File: config.mk
export PLATFORM = sky130hd
export DESIGN_NAME = rgb_led_matrix_row_driver_top
export DESIGN_NICKNAME = d
export VERILOG_FILES = /design/src/rtl/core/rlmd_pkg.sv /design/src/rtl/core/rgb_led_matrix_row_driver_top.sv /design/src/rtl/core/rlmd_pixel_buf.sv /design/src/rtl/core/rlmd_word_seq.sv
export SDC_FILE = /design/constraint.sdc
export NUM_CORES = 1
export LEC_CHECK = 0
export ABC_AREA = 1
export ABC_CLOCK_PERIOD_IN_PS = 7200
export BUFFER_PORTS_ARGS = -buffer_cell sky130_fd_sc_hd__buf_2
export CAP_MARGIN = 5
export CORE_MARGIN = 3
export CORE_UTILIZATION = 25
export CTS_CLUSTER_DIAMETER = 30
export DETAILED_ROUTE_END_ITERATION = 6
export PLACE_DENSITY_LB_ADDON = 0.08
export REMOVE_ABC_BUFFERS = 1
export SLEW_MARGIN = 20
export SYNTH_ARGS = -nofsm -noshare
export SYNTH_HDL_FRONTEND = slang
export SYNTH_SLANG_ARGS = --single-unit
File: constraint.sdc
create_clock -name clock -period 7.2 [get_ports clock]
set_input_delay 1.44 -clock clock [delete_from_list [all_inputs] [get_ports clock]]
set_output_delay 1.44 -clock clock [all_outputs]
set_load 0.01 [all_outputs]
File: src/rtl/core/rlmd_pkg.sv
`timescale 1ns / 1ps

package rlmd_pkg;

   // request kinds carried in req_tuser
   localparam logic [1:0] MODE_PIXEL = 2'd0;
   localparam logic [1:0] MODE_CORR  = 2'd1;
   localparam logic [1:0] MODE_FLUSH = 2'd2;
   localparam logic [1:0] MODE_NONE  = 2'd3;

   // correction load
   localparam int          CORR_WORDS = 24;
   localparam int          CORR_CW    = 5;
   localparam logic [3:0]  CORR_BITS  = 4'd6;
   localparam logic [3:0]  GRAY_BITS  = 4'd8;
   localparam logic [5:0]  DOT_RESET  = 6'd63;

   // bank line levels
   localparam logic BANK_CORR = 1'b0;
   localparam logic BANK_GRAY = 1'b1;

   // color channel order on the wire: blue, green, red
   localparam logic [1:0] CHAN_BLUE  = 2'd0;
   localparam logic [1:0] CHAN_GREEN = 2'd1;
   localparam logic [1:0] CHAN_RED   = 2'd2;

   // pixel gathering phase
   localparam logic [1:0] PHASE_RED   = 2'd0;
   localparam logic [1:0] PHASE_GREEN = 2'd1;
   localparam logic [1:0] PHASE_BLUE  = 2'd2;

   typedef enum logic [1:0] {
      SEQ_IDLE,
      SEQ_CORR,
      SEQ_GRAY
   } seq_state_type;

   // run request from the front end to the word sequencer
   typedef struct packed {
      logic corr;
      logic gray;
   } run_req_type;

endpackage

File: src/rtl/core/rgb_led_matrix_row_driver_top.sv
`timescale 1ns / 1ps

// RGB LED matrix row driver. Image bytes stream in red, green, blue order
// (req_tuser = 0); every third byte completes a pixel that is written into
// the row buffer, and the pixel for the last column triggers a grayscale
// run: 3*COLUMNS eight-bit bank 1 words (columns high to low, each blue,
// green, red), all rows off until the final word, which is latched and
// turns the current row on before the row counter advances. req_tuser = 1
// loads 24 six-bit bank 0 words of the dot-correction register, and
// req_tuser = 2 sends the buffer as it stands to the current row. Each rsp
// transfer is one shifted word. A byte that does not finish a row leaves
// req_tready high; a run holds req_tready low until its last word is
// loaded into the output register (24 words for a correction load,
// 3*COLUMNS for a grayscale run), the word sequencer loading one word per
// cycle while rsp_tready does not stall. The row buffer clears at reset.

module rgb_led_matrix_row_driver_top
   import rlmd_pkg::*;
#(
   parameter int COLUMNS = 8,
   parameter int ROWS    = 8
) (
   input  logic        clock,
   input  logic        reset,
   input  logic        req_tvalid,
   output logic        req_tready,
   input  logic [7:0]  req_tdata,    // [7:0] pixel_byte
   input  logic [1:0]  req_tuser,    // [1:0] mode
   output logic        rsp_tvalid,
   input  logic        rsp_tready,
   output logic [23:0] rsp_tdata,    // [7:0] word_value, [11:8] word_bits,
                                     // [12] latch_after, [16:13] row_enable
   output logic        rsp_tuser,    // [0] bank_select
   output logic        rsp_tlast,
   input  logic        csr_valid,
   output logic        csr_ready,
   input  logic [5:0]  csr_data      // dot_correction
);

   localparam int CW = $clog2(COLUMNS);
   localparam int RW = $clog2(ROWS);

   logic          req_xfer;
   logic          byte_strobe;
   logic          row_done;
   logic          seq_idle;
   logic [CW-1:0] rd_col;
   logic [23:0]   rd_pixel;
   logic [5:0]    dot_ff;
   run_req_type   start;

   // dot-correction register, writable any time the block is idle
   assign csr_ready = 1'b1;

   always_ff @(posedge clock) begin
      if (reset) begin
         dot_ff <= DOT_RESET;
      end else if (csr_valid && csr_ready) begin
         dot_ff <= csr_data;
      end
   end

   // requests are taken only while the sequencer has no run in progress
   assign req_tready  = seq_idle;
   assign req_xfer    = req_tvalid && req_tready;
   assign byte_strobe = req_xfer && (req_tuser == MODE_PIXEL);

   // a completed row and a flush both start a grayscale run;
   // the unused mode is accepted and dropped
   assign start.corr = req_xfer && (req_tuser == MODE_CORR);
   assign start.gray = row_done || (req_xfer && (req_tuser == MODE_FLUSH));

   rlmd_pixel_buf #(
      .COLUMNS (COLUMNS),
      .CW      (CW)
   ) u_pixel_buf (
      .clock       (clock),
      .reset       (reset),
      .byte_strobe (byte_strobe),
      .pixel_byte  (req_tdata),
      .rd_col      (rd_col),
      .rd_pixel    (rd_pixel),
      .row_done    (row_done)
   );

   rlmd_word_seq #(
      .COLUMNS (COLUMNS),
      .ROWS    (ROWS),
      .CW      (CW),
      .RW      (RW)
   ) u_word_seq (
      .clock      (clock),
      .reset      (reset),
      .start      (start),
      .dot_corr   (dot_ff),
      .rd_pixel   (rd_pixel),
      .rd_col     (rd_col),
      .idle       (seq_idle),
      .rsp_tvalid (rsp_tvalid),
      .rsp_tready (rsp_tready),
      .rsp_tdata  (rsp_tdata),
      .rsp_tuser  (rsp_tuser),
      .rsp_tlast  (rsp_tlast)
   );

endmodule

File: src/rtl/core/rlmd_pixel_buf.sv
`timescale 1ns / 1ps

module rlmd_pixel_buf
   import rlmd_pkg::*;
#(
   parameter int COLUMNS = 8,
   parameter int CW      = 3
) (
   input  logic          clock,
   input  logic          reset,
   input  logic          byte_strobe,
   input  logic [7:0]    pixel_byte,
   input  logic [CW-1:0] rd_col,
   output logic [23:0]   rd_pixel,
   output logic          row_done
);

   logic [1:0]    phase_ff, phase_in;
   logic [7:0]    red_ff, red_in;
   logic [7:0]    green_ff, green_in;
   logic [CW-1:0] col_ff, col_in;
   logic [23:0]   buf_ff [COLUMNS];
   logic          wr_en;
   logic [CW-1:0] wr_col;

   always_comb begin
      phase_in = phase_ff;
      red_in   = red_ff;
      green_in = green_ff;
      col_in   = col_ff;
      wr_en    = 1'b0;
      row_done = 1'b0;
      // out-of-range column folds back to zero
      wr_col   = (32'(col_ff) >= COLUMNS) ? '0 : col_ff;
      if (byte_strobe) begin
         unique case (phase_ff)
            PHASE_GREEN: begin
               green_in = pixel_byte;
               phase_in = PHASE_BLUE;
            end
            PHASE_BLUE: begin
               phase_in = PHASE_RED;
               wr_en    = 1'b1;
               if (32'(wr_col) == COLUMNS - 1) begin
                  col_in   = '0;
                  row_done = 1'b1;
               end else begin
                  col_in = wr_col + CW'(1);
               end
            end
            default: begin
               // red, and the unused phase code
               red_in   = pixel_byte;
               phase_in = PHASE_GREEN;
            end
         endcase
      end
   end

   always_ff @(posedge clock) begin
      if (reset) begin
         phase_ff <= PHASE_RED;
         red_ff   <= '0;
         green_ff <= '0;
         col_ff   <= '0;
         for (int i = 0; i < COLUMNS; i++) begin
            buf_ff[i] <= '0;
         end
      end else begin
         phase_ff <= phase_in;
         red_ff   <= red_in;
         green_ff <= green_in;
         col_ff   <= col_in;
         if (wr_en) begin
            buf_ff[wr_col] <= {red_ff, green_ff, pixel_byte};
         end
      end
   end

   assign rd_pixel = buf_ff[rd_col];

endmodule

File: src/rtl/core/rlmd_word_seq.sv
`timescale 1ns / 1ps

module rlmd_word_seq
   import rlmd_pkg::*;
#(
   parameter int COLUMNS = 8,
   parameter int ROWS    = 8,
   parameter int CW      = 3,
   parameter int RW      = 3
) (
   input  logic          clock,
   input  logic          reset,
   input  run_req_type   start,
   input  logic [5:0]    dot_corr,
   input  logic [23:0]   rd_pixel,
   output logic [CW-1:0] rd_col,
   output logic          idle,
   output logic          rsp_tvalid,
   input  logic          rsp_tready,
   output logic [23:0]   rsp_tdata,
   output logic          rsp_tuser,
   output logic          rsp_tlast
);

   localparam logic [3:0] ROWS_OFF = 4'(ROWS);

   seq_state_type    state_ff, state_in;
   logic [CORR_CW-1:0] cnt_ff, cnt_in;
   logic [CW-1:0]    col_ff, col_in;
   logic [1:0]       chan_ff, chan_in;
   logic [RW-1:0]    row_ff, row_in;
   logic [3:0]       lines_ff, lines_in;

   logic             vld_ff, vld_in;
   logic             bank_ff, bank_in;
   logic [7:0]       value_ff, value_in;
   logic [3:0]       bits_ff, bits_in;
   logic             last_ff, last_in;
   logic [3:0]       rowen_ff, rowen_in;

   logic             out_free;
   logic             gray_last;
   logic [7:0]       chan_byte;

   assign out_free  = !vld_ff || rsp_tready;
   assign gray_last = (col_ff == '0) && (chan_ff == CHAN_RED);
   // shared byte selector over the pixel word
   assign chan_byte = 8'(rd_pixel >> {chan_ff, 3'b000});
   assign rd_col    = col_ff;
   assign idle      = (state_ff == SEQ_IDLE);

   always_comb begin
      state_in = state_ff;
      cnt_in   = cnt_ff;
      col_in   = col_ff;
      chan_in  = chan_ff;
      row_in   = row_ff;
      lines_in = lines_ff;
      vld_in   = vld_ff && !rsp_tready;
      bank_in  = bank_ff;
      value_in = value_ff;
      bits_in  = bits_ff;
      last_in  = last_ff;
      rowen_in = rowen_ff;
      unique case (state_ff)
         SEQ_IDLE: begin
            if (start.corr) begin
               state_in = SEQ_CORR;
               cnt_in   = '0;
            end else if (start.gray) begin
               state_in = SEQ_GRAY;
               col_in   = CW'(COLUMNS - 1);
               chan_in  = CHAN_BLUE;
            end
         end
         SEQ_CORR: begin
            if (out_free) begin
               vld_in   = 1'b1;
               bank_in  = BANK_CORR;
               value_in = {2'b00, dot_corr};
               bits_in  = CORR_BITS;
               last_in  = (cnt_ff == CORR_CW'(CORR_WORDS - 1));
               rowen_in = lines_ff;
               cnt_in   = cnt_ff + CORR_CW'(1);
               if (last_in) begin
                  state_in = SEQ_IDLE;
               end
            end
         end
         SEQ_GRAY: begin
            if (out_free) begin
               vld_in   = 1'b1;
               bank_in  = BANK_GRAY;
               value_in = chan_byte;
               bits_in  = GRAY_BITS;
               last_in  = gray_last;
               rowen_in = gray_last ? 4'(row_ff) : ROWS_OFF;
               if (chan_ff == CHAN_RED) begin
                  chan_in = CHAN_BLUE;
                  col_in  = col_ff - CW'(1);
               end else begin
                  chan_in = chan_ff + 2'd1;
               end
               if (gray_last) begin
                  lines_in = 4'(row_ff);
                  row_in   = (32'(row_ff) == ROWS - 1) ? '0 : row_ff + RW'(1);
                  state_in = SEQ_IDLE;
               end
            end
         end
         default: begin
            state_in = SEQ_IDLE;
         end
      endcase
   end

   always_ff @(posedge clock) begin
      if (reset) begin
         state_ff <= SEQ_IDLE;
         row_ff   <= '0;
         lines_ff <= ROWS_OFF;
         vld_ff   <= 1'b0;
      end else begin
         state_ff <= state_in;
         row_ff   <= row_in;
         lines_ff <= lines_in;
         vld_ff   <= vld_in;
      end
   end

   always_ff @(posedge clock) begin
      cnt_ff   <= cnt_in;
      col_ff   <= col_in;
      chan_ff  <= chan_in;
      bank_ff  <= bank_in;
      value_ff <= value_in;
      bits_ff  <= bits_in;
      last_ff  <= last_in;
      rowen_ff <= rowen_in;
   end

   assign rsp_tvalid = vld_ff;
   assign rsp_tuser  = bank_ff;
   assign rsp_tlast  = last_ff;
   assign rsp_tdata  = {7'd0, rowen_ff, last_ff, bits_ff, value_ff};

   // a run only starts from idle
   a_start_idle: assert property (@(posedge clock) disable iff (reset)
      (start.corr || start.gray) |-> (state_ff == SEQ_IDLE))
      else $error("run started while sequencer busy");

   // grayscale words before the final one keep all rows off
   a_rows_off: assert property (@(posedge clock) disable iff (reset)
      (vld_ff && bank_ff == BANK_GRAY && !last_ff) |-> (rowen_ff == ROWS_OFF))
      else $error("row line on during grayscale shift");

   // correction words are six bits wide
   a_corr_bits: assert property (@(posedge clock) disable iff (reset)
      (vld_ff && bank_ff == BANK_CORR) |-> (bits_ff == CORR_BITS))
      else $error("bad bit count on correction word");

   // the final grayscale word ends the run
   a_gray_end: assert property (@(posedge clock) disable iff (reset)
      (state_ff == SEQ_GRAY && out_free && gray_last) |=> (state_ff == SEQ_IDLE))
      else $error("sequencer did not return to idle after final word");

   // the row counter moves only when a grayscale run ends; checked over correction loads
   a_row_step: assert property (@(posedge clock) disable iff (reset)
      (state_ff == SEQ_CORR) |=> $stable(row_ff))
      else $error("row counter moved during correction load");

endmodule

==> metrics.cfg <==
[routing]
wire_per_inst_um=20.3
drtAntennaViolNets=0
drt_pass1_iterations=7
via_count=8986
drtIter0Drc=553
drcViolationCount=0
wirelength_um=41600
via_per_inst=4.39

[worst_setup_path]
path_cells=buf_2, inv_1, buf_4, nand3_4, nor2_4, nand2_2, nand2_1
worstPathArrival_ns=3.87
crit_type=in2reg
crit_path_top_delay_cell=nand2_1
cp-start-kind=input pin
required_ns=7.40
cp_max_fo=43
r2r_slack_ns=4.06
critPathMaxStageDelay_ns=0.93
cp-end-kind=flip-flop

[timing]
tns_ns=0
rsz0062_at_grt=false
hold_viol=0
max_freq_ghz=0.273
period_share_pct=51.0
finalSetupViolCount=0
worst_pin_slew_ns=1.05
layout_setup_ws_ns=3.53
clock_skew_ns=0.0316
min_period_ns=3.67
relSlewSlack_pct=29.5
drv_slew=0

[cts]
clkSinkCount=257
clock_path_buffers=3
post_cts.repair.setup_buffers=0
cts_buffers=84
ctsHoldBuffers=0
root_buffer=clkbuf_16
cts_resized=0
clkTransAtPathRegs_ns=0.04
cts_tree=built
cts_max_level=3
insertion_delay_ns=0.59

[global_route]
antenna_found_initial=0
grt_pass1_wl_um=61100
grt_max_degree=91
gr-usage-all-layers_pct=16.8
grt-ovfl-total=0
grt_pass1_vias=8970

[synthesis]
ys_ff_latch=257
synth-seq-area-share_pct=61.1
syn_inst=1308
yosysWarnings=0
synth.distinct_cells=32
synth.cell_area_um2=12000
synth.avg_cell_area_um2=9.16

[final_layout]
mostFrequentLayoutCells=nand2_1 (269), nor2_1 (251), edfxtp_1 (217)
diodes=0
fill_cells=4855
multi_input_area_um2=3570
finalNetCount=1410
final_common_cell=nand2_1
layout-drive-gt1-share_pct=14.8
areaGrowthSynthToFinish_pct=28.0
ff_latch_area_um2=7320

[floorplanning]
dieArea_um2=50600
pin_count=50
initial_core_util_pct=25.5
die_h_um=225
fp-row-count=79
core_area_um2=47000
dieWidth_um=225

[power_and_ir_drop]
ir_worst_vdd_uv=205
p_per_area_nw_per_um2=386
total_power_uw=5920
p_leak_uw=0.00639

[placed_design]
hpwl_um=26300
dp_slack_ns=2.87
io_buffer_count=40
gp_congestion=0.753

[flow_run]
cap_violations=0

[run_status]
status=completed

[worst_hold_path]
hp-class=reg2reg

[cell families (layout without fill, tap and decap cells)]
logic type                 count (synthesis)  after routing  share of synthesized area, %
AOI/OAI and AO/OA                         86             86                          3.84
xor gates and xnor gates                   1              1                        0.0731
adders and majority gates                 13             13                          1.36
buffers and inverters                    256            383                          9.61
DFF                                      257            257                          61.1
other                                      2              9                        0.0627
and+or+nand+nor                          693            693                          24.0
[state kept, by name, indices dropped and copies added, names as in the netlist, 4 cells and up, named ones only]
| signal | count |
|---|---|
| u_word_seq.cnt_ff | 5 |
| u_word_seq.rowen_ff | 4 |
| u_pixel_buf.green_ff | 8 |
| u_word_seq.lines_ff | 4 |
| u_pixel_buf.buf_ff | 192 |
| u_pixel_buf.red_ff | 8 |
| dot_ff | 6 |
| u_word_seq.value_ff | 8 |
[per-stage QoR]
step | hold WS [ns] | instance area, um^2 | std cells | utilization (%)
6_report | 0.456 | 15300 | 2049 | 32.7
5_1_grt | 0.490 | 15300 | 2049 | 32.7
2_1_floorplan | 0.430 | 11500 | 1243 | -
3_5_place_dp | 0.447 | 12600 | 1896 | 26.7
3_3_place_gp | 0.447 | 12600 | 1896 | 26.7
4_1_cts | 0.459 | 15300 | 2048 | 32.5
[report_power, final]
group / switching, uW / internal (uW)
Combinational: 500 / 185
Clock: 1020 / 2430
Sequential: 51.0 / 1730
[final timing paths]
path | startpoint | cells after the start | end
setup / recovery | reset | 7 | u_pixel_buf.buf_ff[4][21]$_SDFFCE_PN0P_
hold / removal | dot_ff[0]$_SDFFE_PP1P_ | 2 | dot_ff[0]$_SDFFE_PP1P_
setup reg to reg | u_word_seq.state_ff[1]$_SDFFE_PP0P_ | 8 | u_pixel_buf.buf_ff[4][21]$_SDFFCE_PN0P_
hold reg to reg | dot_ff[0]$_SDFFE_PP1P_ | 2 | dot_ff[0]$_SDFFE_PP1P_
[worst max-delay path, delay by kind of cell]
family | cells | cell delay (ns)
simple gates | 4 | 1.71
buf+inv | 3 | 0.69
[final cells by class]
| cell class | instances | share of cell area, % |
|---|---|---|
| Multi-Input combinational cell | 802 | 23.3 |
| Clock inverter | 41 | 2.73 |
| Sequential cell | 257 | 47.8 |
| Inverter | 184 | 4.50 |
| Timing Repair Buffer | 47 | 1.78 |
| Tap cell | 607 | 4.95 |
| Clock buffer | 111 | 15.0 |
[Yosys cell counts]
cell        n  area, um^2
nand2_1   276        1040
nor2_1    251         942
edfxtp_1  217        6520
inv_1     163         612
nand3_1   138         691
o21ai_0    42         210
dfxtp_1    40         801
a21oi_1    33         165
clkbuf_1   23        86.3
buf_2      18        90.1
clkinv_1   18        67.6
buf_6      15         169
ha_1       13         163
buf_4      12        90.1
or2_2       9        56.3
nand2_2     8        50.1
o211ai_1    4        30.0
or2_1       4        25.0
buf_1       3        11.3
inv_2       3        11.3
nor3_1      3        15.0
a22o_1      2        17.5
conb_1      2        7.51
nor2_4      2        22.5
o22ai_1     2        12.5
a22oi_1     1        7.51
clkbuf_8    1        13.8
nand3_4     1        17.5
nor3_4      1        16.3
o211a_1     1        10.0
o21a_1      1        7.51
xor2_1      1        8.76
[routing by layer]
layer  routed length (um)  track usage [%]  share of wire (%)
met4                 1300             6.36                3.1
met2                19500             27.0                 47
met3                 1930             4.17                4.6
met5                    0                0                  0
met1                18800             22.1                 45
(Power assumes the default switching activity.)
